File: src/rtl/bm25_pkg.sv
// Types and constants shared by the BM25 document scorer.
`default_nettype none
package bm25_pkg;

  typedef enum logic [4:0] {
    S_IDLE,
    S_LNORM,
    S_LSQ,
    S_IDF,
    S_KA,
    S_KB,
    S_KC,
    S_KD,
    S_KDIV,
    S_TFM,
    S_TDIV,
    S_QM,
    S_QDIV,
    S_T1,
    S_T2,
    S_ACC
  } state_t;

  typedef enum logic [2:0] {
    REG_NUM_DOCS = 3'd0,
    REG_AVG_LEN  = 3'd1,
    REG_K1       = 3'd2,
    REG_B        = 3'd3,
    REG_K3       = 3'd4
  } cfg_reg_t;

  localparam int unsigned LOG_FRAC   = 20;
  localparam int unsigned LOG_ITERS  = 20;
  localparam int unsigned DIV_STEPS  = 64;
  localparam logic [31:0] LN2_Q32    = 32'd2977044472;
  localparam logic [39:0] SUM_MAX    = 40'hFF_FFFF_FFFF;
  localparam logic [12:0] B_ONE      = 13'd4096;
  localparam logic [14:0] K1_ONE     = 15'd4096;

  localparam logic [23:0] NUM_DOCS_RST = 24'd1;
  localparam logic [31:0] AVG_LEN_RST  = 32'd256;
  localparam logic [13:0] K1_RST       = 14'd6144;
  localparam logic [12:0] B_RST        = 13'd3072;
  localparam logic [15:0] K3_RST       = 16'd500;

endpackage
`default_nettype wire

File: src/rtl/bm25_document_scorer_top.sv
// Okapi BM25 document scorer: sequenced datapath around one shared multiplier and divider.
//
//   channel | direction | signals
//   in      | input     | in_valid, in_stall, term_freq, doc_freq, query_term_freq,
//           |           | doc_length, last_term
//   out     | output    | out_valid, out_stall, score, saturated
//   cfg     | input     | cfg_we, cfg_index, cfg_data
//
// Each term occupies the block from its transfer until it is accumulated: two 20-step logs,
// then three 64-step divisions; a zero term frequency or a zero k3 plus query
// frequency skips one division each. Reset loads the default configuration and clears
// the accumulator; a held output stall only delays the final term of a document.
`default_nettype none
module bm25_document_scorer_top #(
  parameter int SCORE_FRAC_BITS = 16
) (
  input  wire logic        clk,
  input  wire logic        rst,
  input  wire logic        cfg_we,
  input  wire logic [2:0]  cfg_index,
  input  wire logic [31:0] cfg_data,
  input  wire logic        in_valid,
  output logic             in_stall,
  input  wire logic [15:0] term_freq,
  input  wire logic [23:0] doc_freq,
  input  wire logic [15:0] query_term_freq,
  input  wire logic [23:0] doc_length,
  input  wire logic        last_term,
  output logic             out_valid,
  input  wire logic        out_stall,
  output logic [39:0]      score,
  output logic             saturated
);

  localparam int TERM_SHIFT = 32 - SCORE_FRAC_BITS;

  bm25_pkg::state_t state, state_next;

  logic [23:0] num_docs;
  logic [31:0] avg_doc_length;
  logic [13:0] k1_gain;
  logic [12:0] b_norm;
  logic [15:0] k3_gain;

  logic [15:0] tf;
  logic [23:0] df;
  logic [15:0] qtf;
  logic [23:0] dl;
  logic        last;

  logic [25:0] lv;
  logic [30:0] lm;
  logic [19:0] frac;
  logic [4:0]  lexp;
  logic        second;
  logic [24:0] la;
  logic [24:0] lb;
  logic [24:0] idf;
  logic [45:0] s;
  logic [63:0] dvd;
  logic [52:0] rem;
  logic [52:0] dsr;
  logic [5:0]  cnt;
  logic [18:0] tfq;
  logic [32:0] qtfq;
  logic [23:0] t;
  logic [48:0] term;
  logic [39:0] score_sum;
  logic        sum_clipped;

  logic [31:0] avg_e;
  logic [12:0] b_e;
  logic [32:0] mul_a;
  logic [32:0] mul_b;
  logic [65:0] mul_p;
  logic [4:0]  lv_msb;
  logic [31:0] sq;
  logic        sq_top;
  logic [19:0] frac_next;
  logic [53:0] rem_sh;
  logic        div_ge;
  logic [53:0] div_diff;
  logic        log_done;
  logic        div_done;
  logic        qz;
  logic        out_take;
  logic        out_load;
  logic [39:0] room;
  logic [23:0] df_in;

  assign avg_e = (avg_doc_length == 32'd0) ? 32'd1 : avg_doc_length;
  assign b_e   = (b_norm > bm25_pkg::B_ONE) ? bm25_pkg::B_ONE : b_norm;
  assign mul_p = 66'(mul_a) * 66'(mul_b);
  assign sq        = mul_p[61:30];
  assign sq_top    = sq[31];
  assign frac_next = {frac[18:0], sq_top};
  assign rem_sh    = {rem, dvd[63]};
  assign div_diff  = rem_sh - {1'b0, dsr};
  assign div_ge    = (rem_sh >= {1'b0, dsr});
  assign log_done  = (cnt == 6'(bm25_pkg::LOG_ITERS - 1));
  assign div_done  = (cnt == 6'(bm25_pkg::DIV_STEPS - 1));
  assign qz        = ((17'(k3_gain) + 17'(qtf)) == 17'd0);
  assign out_take  = out_valid && !out_stall;
  assign out_load  = (state == bm25_pkg::S_ACC) && last && (!out_valid || !out_stall);
  assign room      = bm25_pkg::SUM_MAX - score_sum;
  assign df_in     = (doc_freq > num_docs) ? num_docs : doc_freq;

  always_comb begin
    lv_msb = 5'd0;
    for (int i = 0; i < 26; i++) begin
      if (lv[i]) begin
        lv_msb = 5'(i);
      end
    end
  end

  always_comb begin
    mul_a = 33'd0;
    mul_b = 33'd0;
    case (state)
      bm25_pkg::S_LSQ: begin
        mul_a = 33'(lm);
        mul_b = 33'(lm);
      end
      bm25_pkg::S_IDF: begin
        mul_a = 33'(la - lb);
        mul_b = 33'(bm25_pkg::LN2_Q32);
      end
      bm25_pkg::S_KA: begin
        mul_a = 33'(bm25_pkg::B_ONE - b_e);
        mul_b = 33'(avg_e);
      end
      bm25_pkg::S_KB: begin
        mul_a = 33'(b_e);
        mul_b = 33'(dl);
      end
      bm25_pkg::S_KC: begin
        mul_a = 33'(k1_gain);
        mul_b = 33'(s[45:32]);
      end
      bm25_pkg::S_KD: begin
        mul_a = 33'(k1_gain);
        mul_b = 33'(s[31:0]);
      end
      bm25_pkg::S_TFM: begin
        mul_a = 33'(15'(k1_gain) + bm25_pkg::K1_ONE);
        mul_b = 33'(tf);
      end
      bm25_pkg::S_QM: begin
        mul_a = 33'(17'(k3_gain) + 17'd1);
        mul_b = 33'(qtf);
      end
      bm25_pkg::S_T1: begin
        mul_a = 33'(idf);
        mul_b = 33'(tfq);
      end
      bm25_pkg::S_T2: begin
        mul_a = 33'(t);
        mul_b = qtfq;
      end
      default: begin
        mul_a = 33'd0;
        mul_b = 33'd0;
      end
    endcase
  end

  always_comb begin
    state_next = state;
    case (state)
      bm25_pkg::S_IDLE: begin
        if (in_valid) begin
          state_next = bm25_pkg::S_LNORM;
        end
      end
      bm25_pkg::S_LNORM: state_next = bm25_pkg::S_LSQ;
      bm25_pkg::S_LSQ: begin
        if (log_done) begin
          state_next = second ? bm25_pkg::S_IDF : bm25_pkg::S_LNORM;
        end
      end
      bm25_pkg::S_IDF: state_next = bm25_pkg::S_KA;
      bm25_pkg::S_KA:  state_next = bm25_pkg::S_KB;
      bm25_pkg::S_KB:  state_next = bm25_pkg::S_KC;
      bm25_pkg::S_KC:  state_next = bm25_pkg::S_KD;
      bm25_pkg::S_KD:  state_next = bm25_pkg::S_KDIV;
      bm25_pkg::S_KDIV: begin
        if (div_done) begin
          state_next = bm25_pkg::S_TFM;
        end
      end
      bm25_pkg::S_TFM: begin
        state_next = (tf == 16'd0) ? bm25_pkg::S_QM : bm25_pkg::S_TDIV;
      end
      bm25_pkg::S_TDIV: begin
        if (div_done) begin
          state_next = bm25_pkg::S_QM;
        end
      end
      bm25_pkg::S_QM: begin
        state_next = qz ? bm25_pkg::S_T1 : bm25_pkg::S_QDIV;
      end
      bm25_pkg::S_QDIV: begin
        if (div_done) begin
          state_next = bm25_pkg::S_T1;
        end
      end
      bm25_pkg::S_T1: state_next = bm25_pkg::S_T2;
      bm25_pkg::S_T2: state_next = bm25_pkg::S_ACC;
      bm25_pkg::S_ACC: begin
        if (!last || out_load) begin
          state_next = bm25_pkg::S_IDLE;
        end
      end
      default: state_next = bm25_pkg::S_IDLE;
    endcase
  end

  always_comb begin
    in_stall = (state != bm25_pkg::S_IDLE);
  end

  always_ff @(posedge clk) begin
    if (rst) begin
      state <= bm25_pkg::S_IDLE;
    end else begin
      state <= state_next;
    end
  end

  always_ff @(posedge clk) begin
    if (rst) begin
      num_docs       <= bm25_pkg::NUM_DOCS_RST;
      avg_doc_length <= bm25_pkg::AVG_LEN_RST;
      k1_gain        <= bm25_pkg::K1_RST;
      b_norm         <= bm25_pkg::B_RST;
      k3_gain        <= bm25_pkg::K3_RST;
    end else if (cfg_we) begin
      case (cfg_index)
        bm25_pkg::REG_NUM_DOCS: num_docs       <= cfg_data[23:0];
        bm25_pkg::REG_AVG_LEN:  avg_doc_length <= cfg_data;
        bm25_pkg::REG_K1:       k1_gain        <= cfg_data[13:0];
        bm25_pkg::REG_B:        b_norm         <= cfg_data[12:0];
        bm25_pkg::REG_K3:       k3_gain        <= cfg_data[15:0];
        default: begin
        end
      endcase
    end
  end

  always_ff @(posedge clk) begin
    case (state)
      bm25_pkg::S_IDLE: begin
        tf     <= term_freq;
        df     <= df_in;
        qtf    <= query_term_freq;
        dl     <= doc_length;
        last   <= last_term;
        second <= 1'b0;
        lv     <= 26'({num_docs, 1'b0}) + 26'd2;
      end
      bm25_pkg::S_LNORM: begin
        lexp <= lv_msb;
        lm   <= 31'(lv) << (5'd30 - lv_msb);
        frac <= 20'd0;
        cnt  <= 6'd0;
      end
      bm25_pkg::S_LSQ: begin
        lm   <= sq_top ? sq[31:1] : sq[30:0];
        frac <= frac_next;
        cnt  <= cnt + 6'd1;
        if (log_done) begin
          if (second) begin
            lb <= {lexp, frac_next};
          end else begin
            la     <= {lexp, frac_next};
            second <= 1'b1;
            lv     <= 26'({df, 1'b0}) + 26'd1;
          end
        end
      end
      bm25_pkg::S_IDF: begin
        idf <= (la > lb) ? mul_p[56:32] : 25'd0;
      end
      bm25_pkg::S_KA: begin
        s <= 46'(mul_p[44:0]);
      end
      bm25_pkg::S_KB: begin
        s <= s + 46'({mul_p[36:0], 8'd0});
      end
      bm25_pkg::S_KC: begin
        dvd <= 64'(mul_p[27:0]);
      end
      bm25_pkg::S_KD: begin
        dvd <= (dvd << 32) + 64'(mul_p[45:0]);
        dsr <= 53'({avg_e, 8'd0});
        rem <= 53'd0;
        cnt <= 6'd0;
      end
      bm25_pkg::S_KDIV, bm25_pkg::S_TDIV, bm25_pkg::S_QDIV: begin
        rem <= div_ge ? div_diff[52:0] : rem_sh[52:0];
        dvd <= {dvd[62:0], div_ge};
        cnt <= cnt + 6'd1;
      end
      bm25_pkg::S_TFM: begin
        dsr <= dvd[52:0] + 53'({tf, 16'd0});
        dvd <= 64'({mul_p[30:0], 20'd0});
        rem <= 53'd0;
        cnt <= 6'd0;
        if (tf == 16'd0) begin
          tfq <= 19'd0;
        end
      end
      bm25_pkg::S_QM: begin
        if (tf != 16'd0) begin
          tfq <= dvd[18:0];
        end
        dsr <= 53'(k3_gain) + 53'(qtf);
        dvd <= 64'({mul_p[32:0], 16'd0});
        rem <= 53'd0;
        cnt <= 6'd0;
      end
      bm25_pkg::S_T1: begin
        t    <= mul_p[43:20];
        qtfq <= qz ? 33'd0 : dvd[32:0];
      end
      bm25_pkg::S_T2: begin
        term <= 49'(mul_p[56:0] >> TERM_SHIFT);
      end
      default: begin
      end
    endcase
  end

  always_ff @(posedge clk) begin
    if (rst) begin
      score_sum   <= 40'd0;
      sum_clipped <= 1'b0;
      out_valid   <= 1'b0;
    end else begin
      if (out_load) begin
        out_valid <= 1'b1;
      end else if (out_take) begin
        out_valid <= 1'b0;
      end
      if (state == bm25_pkg::S_ACC && (!last || out_load)) begin
        if (out_load) begin
          score_sum   <= 40'd0;
          sum_clipped <= 1'b0;
        end else if (term > 49'(room)) begin
          score_sum   <= bm25_pkg::SUM_MAX;
          sum_clipped <= 1'b1;
        end else begin
          score_sum <= score_sum + term[39:0];
        end
      end
    end
  end

  always_ff @(posedge clk) begin
    if (out_load) begin
      if (term > 49'(room)) begin
        score     <= bm25_pkg::SUM_MAX;
        saturated <= 1'b1;
      end else begin
        score     <= score_sum + term[39:0];
        saturated <= sum_clipped;
      end
    end
  end

  a_busy_after_transfer: assert property (@(posedge clk) disable iff (rst)
    (in_valid && !in_stall) |=> in_stall)
    else $error("block accepted a transfer and did not go busy");

  a_sat_score_max: assert property (@(posedge clk) disable iff (rst)
    (out_valid && saturated) |-> (score == bm25_pkg::SUM_MAX))
    else $error("saturated result without a full-scale score");

  a_result_from_last: assert property (@(posedge clk) disable iff (rst)
    $rose(out_valid) |-> ($past(state) == bm25_pkg::S_ACC && $past(last)))
    else $error("result raised outside the final term");

  a_sum_cleared: assert property (@(posedge clk) disable iff (rst)
    $rose(out_valid) |-> (score_sum == 40'd0 && !sum_clipped))
    else $error("accumulator not cleared after a document");

endmodule
`default_nettype wire

File: config.mk
export PLATFORM = sky130hd
export DESIGN_NAME = bm25_document_scorer_top
export DESIGN_NICKNAME = d
export VERILOG_FILES = /design/src/rtl/bm25_pkg.sv /design/src/rtl/bm25_document_scorer_top.sv
export SDC_FILE = /design/constraint.sdc
export NUM_CORES = 2
export LEC_CHECK = 0
export ABC_AREA = 1
export BUFFER_PORTS_ARGS = -buffer_cell sky130_fd_sc_hd__buf_2
export CORE_UTILIZATION = 55
export DETAILED_ROUTE_END_ITERATION = 8
export GPL_TIMING_DRIVEN = 0
export PLACE_DENSITY_LB_ADDON = 0.1
export SLEW_MARGIN = 20
export SYNTH_ARGS = -nofsm -noshare
export SYNTH_HDL_FRONTEND = slang
export SYNTH_SLANG_ARGS = --single-unit
File: constraint.sdc
create_clock -name clk -period 26.4 [get_ports clk]
set_clock_uncertainty 0.1 [all_clocks]
set_input_delay 0 -clock clk [delete_from_list [all_inputs] [get_ports clk]]
set_output_delay 0 -clock clk [all_outputs]
set_load 0.05 [all_outputs]
# Word-level counts from Yosys, hierarchy flattened
# Cells that the tools add are included.
# op_classes
addsub	16
multipliers	1
bitwise	1
muxes	63
magnitude_cmp	5
eq_ne	30
shifts	1
div	0
n_reduce_logical	41
# op_table
operator	count
$pmux 33 s10	1
$pmux 64 s5	1
$pmux 33 s9	1
$pmux 53 s3	1
$mux 5	28
$pmux 53 s2	1
$pmux 46 s2	1
$mux 40	2
$pmux 5 s16	1
$pmux 19 s2	2
$add 64x46->64	1
$mul 33x33->62	1
$pmux 31 s2	1
$ge 54x53->1	1
$add 53x32->53	1
$mux 53	1
$sub 53x53->53	1
$mux 26	2
$pmux 26 s2	1
$add 46x45->46	1
$gt 41x40->1	1
$add 40x40->40	1
$eq 5x4->1 const B	8
$sub 40x40->40 const A	1
51 further kinds	97
# word_totals
rom_bits	0
reg_bits	764
latch_bits	0
elab_cells	191
mem_bits_rw	0
output_inout_bits	43
n_memories	0
inputBits	121

# Logic depth before layout (Yosys ltp)
# logic_depth
ltp_word	28
mapped_depth	73

# Worst setup path after synthesis
# Ideal clock, no wire load.
# synth_path
path_kind	flip-flop to flip-flop
from	reg state[1]
to	reg dvd[62] (data pin)
arrival_time_ns	11.791
setup_ns	0.260
required_time_ns	26.040
slack_ns	14.249
stages_incl_launch_ff	62
cell_sequence	dfxtp_1 buf_2 nand2_1 nor2_1 clkbuf_1 clkbuf_1 nand2_1 nand4_1 inv_1 nand2_1 inv_1 clkbuf_1 nor2_1 fa_1 fa_1 fa_1 inv_1 fa_1 (+26 left out) nand2_1 inv_1 nand2_1 nand2_1 a21oi_1 inv_1 a21o_1 nand2_1 inv_1 a21boi_1 nor2_1 nand4_1 nor2_1 nand2_1 nor3_2 nand4_1 nand2_1 o21ai_0
# synth_between
elab_chain_cells	6
elab_cells_between_ends	20
classes_between	add/sub: 1; mul: 1; eq/ne: 13; mux: 3; reduce/logical: 2
# synth_lines
element	line	rtl
start: declaration	bm25_document_scorer_top.sv:37	bm25_pkg::state_t state, state_next;
start signal: assignment	bm25_document_scorer_top.sv:225	state <= bm25_pkg::S_IDLE;
start signal: assignment	bm25_document_scorer_top.sv:227	state <= state_next;
$eq 5x3->1	bm25_document_scorer_top.sv:120	case (state)
$reduce_or 2->1 (no line)	--	
$pmux 33 s9	bm25_document_scorer_top.sv:120	
$mul 33x33->62 (*)	bm25_document_scorer_top.sv:93	assign mul_p = 66'(mul_a) * 66'(mul_b);
net mul_p[33]	bm25_document_scorer_top.sv:75	logic [65:0] mul_p;
$add 64x46->64 (*)	bm25_document_scorer_top.sv:295	dvd <= (dvd << 32) + 64'(mul_p[45:0]);
$pmux 64 s5 (*)	bm25_document_scorer_top.sv:252	case (state)
end signal: assignment	bm25_document_scorer_top.sv:292	dvd <= 64'(mul_p[27:0]);
end signal: assignment	bm25_document_scorer_top.sv:295	
end signal: assignment	bm25_document_scorer_top.sv:302	dvd <= {dvd[62:0], div_ge};
end: declaration	bm25_document_scorer_top.sv:60	logic [63:0] dvd;
# The timed path passes the listed nets; every way through them passes the cells marked *.
# A chain may end at the register's enable or synchronous reset.

# Final worst setup path
# Same ends and word-level chain as after synthesis.

==> impl_metrics.py <==
metrics = {
    "detailed_routing": {
        "viasPerCell": 6.011,
        "vias": 71221,
        "dr.pass1.iters": 8,
        "drc": 0,
        "wl_mm": 322.1,
        "ant_nets": 0,
        "first_iter_violations": 9597,
        "wl_per_cell_um": 27.18,
    },
    "sta": {
        "min_period_ns": 16.94,
        "fmax_ghz": 0.05903,
        "rsz0062_at_grt": "false",
        "final_hold_viol_count": 0,
        "slew_headroom_pct": 9.094,
        "drv_slew": 0,
        "worst_slew_pin_slew_ns": 1.349,
        "finalCritPeriodShare_pct": 64.17,
        "worst_slack_ns": 9.460,
        "fin_setup_tns_ns": 0,
        "setup_viol": 0,
    },
    "setup_path": {
        "reg2reg_from": "state[1]",
        "crit_slowest_cell": "clkbuf_1",
        "crit_path_end_kind": "flip-flop",
        "critPathKind": "reg -> reg",
        "start_kind": "flip-flop",
        "timing.rr.end": "dvd[62]",
        "path_buf_inv": 16,
        "crit_fanout": 10,
        "worst_ep_required_time_ns": 26.74,
        "r2r_setup_slack_ns": 9.46,
        "cpPeakStageDelay_ns": 0.94,
        "critPathTopFamily": "adder cells",
        "reg2reg_depth": 59,
        "cpMostUsedCell": "inv_1",
        "arrival_ns": 17.28,
    },
    "grt": {
        "grt_max_degree": 54,
        "track_usage_pct": 44.60,
        "grt_pass1_vias": 70034,
        "antenna_found_initial": 23,
        "overflow": 0,
        "grt_pass1_wl_mm": 466.2,
    },
    "power": {
        "p_int_mw": 2.642,
        "pwr-share-comb_pct": 38.8,
        "clock_power_share_pct": 28.2,
        "switchingPower_mw": 1.881,
        "p_leak_nw": 41.14,
        "p_per_area_nw_per_um2": 51.61,
        "sw_frac_of_total_pct": 41.58,
        "seq_power_share_pct": 33.0,
        "ir_drop_uv": 93.08,
    },
    "logic_synthesis": {
        "synth.cell_area_um2": 78410,
        "yosysSeqAreaShare_pct": 27.37,
        "synth_area_per_cell_um2": 8.379,
        "synth_ff_type": "edfxtp_1",
        "async_flop_share_pct": 0,
        "synth.most_common_cell": "inv_1",
        "synth_edf_count": 618,
        "synth.area.top_cells": "fa_1 (25%), edfxtp_1 (24%), inv_1 (9.1%), nand2_1 (8.6%), ha_1 (7.5%)",
        "yosys_warnings": 0,
        "synth_seq_cells": 763,
        "synth.top_cell.area_share_pct": 24.51,
        "syn_inst": 9357,
        "synth_commonest_cells": "inv_1 (1892), nand2_1 (1796), fa_1 (960)",
        "synth_top_area_cell": "fa_1",
        "ys_types": 70,
    },
    "clocking": {
        "tritoncts": "done",
        "cts-root-buf": "clkbuf_16",
        "clk_pin_slew_ns": 0.07,
        "clock_latency_ns": 0.70,
        "cts_buffers": 81,
        "cts_resized": 0,
        "h-tree-depth": 3,
        "cts.sinks": 763,
        "clock_path_buffers": 3,
    },
    "placed_design": {
        "pre_cts_slack_ns": 10.34,
        "place.gp.congestion": 1.066,
        "dp_hpwl_mm": 259.7,
        "portBuffers": 163,
    },
    "die": {
        "die_w_um": 379.6,
        "initial_utilization_pct": 55.44,
        "rows": 138,
        "ios": 164,
        "die_h_um": 379.6,
        "fp.dieArea_um2": 144100,
        "core_area_um2": 141400,
    },
    "run_status": {
        "outcome": "completed",
    },
    "finish": {
        "nNetsFinal": 11440,
        "syn_to_final_growth_pct": 11.78,
        "drive_gt1_share_pct": 5.577,
    },
    "worst_hold_path": {
        "whs_path_depth": 4,
        "hold_end": "df[21]",
        "holdCritStartpoint": "doc_freq[21]",
        "hold_path_class": "in -> reg",
    },
    "flow_run": {
        "cap_viol_max_count": 0,
    },
}
==> cell families after synthesis <==
logic type / synth area share (%)
adder cells (fa/ha/maj): 32.03
flip-flops: 27.37
XOR/XNOR: 1.955
AO/OA/AOI/OAI: 11.00
AND/OR/NAND/NOR: 16.64
other: 0.009578
buffers and inverters: 11.00
==> per-stage QoR <==
stage | area [µm²] | cells | utilization (%) | hold WS, ns | total power [mW]
after floorplan | 78530 | 9389 | - | -0.001131 | 2.443
after global placement | 81710 | 11442 | 57.78 | 0.07686 | 3.111
after detailed placement | 82650 | 11489 | 58.45 | 0.07809 | 3.146
after CTS | 87580 | 11841 | 61.93 | 0.02670 | 4.423
after global routing | 87630 | 11843 | 61.97 | 0.06137 | 4.655
final | 87640 | 11849 | 61.98 | 0.05901 | 4.523
==> worst register-to-register path: cells and delay by family (launching register included) <==
| kind | cells | cell delay [ns] |
|---|---|---|
| AOI/OAI and AO/OA | 12 | 3.30 |
| buffers and inverters | 16 | 3.76 |
| DFF | 1 | 0.30 |
| adders and majority gates | 10 | 4.96 |
| and+or+nand+nor | 20 | 3.44 |
| xor gates and xnor gates | 1 | 0.81 |
==> layer usage <==
metal	track usage [%]	part of all wire, %
met1	60.64	39
met3	14.59	14
met5	0	0.043
met2	63.66	41
met4	22.59	6.2
==> cell type report <==
class | count | area, µm²
antenna | 7 | 17.52
buffer | 344 | 1420
sequential | 763 | 21460
clock inverter | 49 | 661.9
inverter | 1926 | 7232
multi-input combinational | 6356 | 48770
clock buffer | 98 | 2216
timing repair buffer | 416 | 3505
fill | 12304 | 53770
tap | 1890 | 2365
==> cell usage in the layout, fill, tap and decap left out, types with 27 or more instances in the layout <==
cell and count:
clkbuf_1 259, nor3_1 54, conb_1 34, or2_2 34, buf_2 208, xor2_1 87, a21oi_1 567, edfxtp_1 618
nor2_1 911, o21ai_0 468, dfxtp_1 145, a31oi_1 64, ha_1 471, inv_1 1890, o22ai_1 46, fa_1 960
clkbuf_16 85, o211ai_1 41, nor4_1 32, buf_1 27, nand4_1 49, a221oi_1 52, xnor2_1 66, nand2_1 1794
dlygate4sd3_1 205, clkinv_1 37, nand3_1 312
==> power by group through the flow <==
| stage | logic (mW) | clock network [mW] | registers, mW |
|---|---|---|---|
| after floorplan | 0.961 | 0 | 1.48 |
| after global placement | 1.59 | 0 | 1.52 |
| after detailed placement | 1.63 | 0 | 1.51 |
| after CTS | 1.67 | 1.27 | 1.49 |
| after global routing | 1.84 | 1.32 | 1.50 |
| final | 1.75 | 1.28 | 1.49 |
==> registers in the layout (all words and copies together), names as in the netlist, 25 cells and up <==
name,count
lb,25
dvd,64
idf,25
avg_doc_length,32
s,46
la,25
lv,26
rem,53
lm,31
score_sum,40
score,40
dsr,53
qtfq,33
term,41
==> worst max-delay path by stage <==
stage | start | endpoint | depth (start not counted)
floorplan | state[1] | dvd[62] | 61
finish | state[1] | dvd[62] | 59
global placement | state[1] | dvd[62] | 55
detailed placement | state[1] | dvd[62] | 61
global route | state[1] | dvd[62] | 61
CTS | state[1] | dvd[62] | 59
==> what timing repair did <==
item                      in CTS  in global routing
hold endpoints to repair     195                  0
buffers inserted               0                  0
hold buffers                 205                  0
Note: power is estimated with default switching activity, not from simulation.
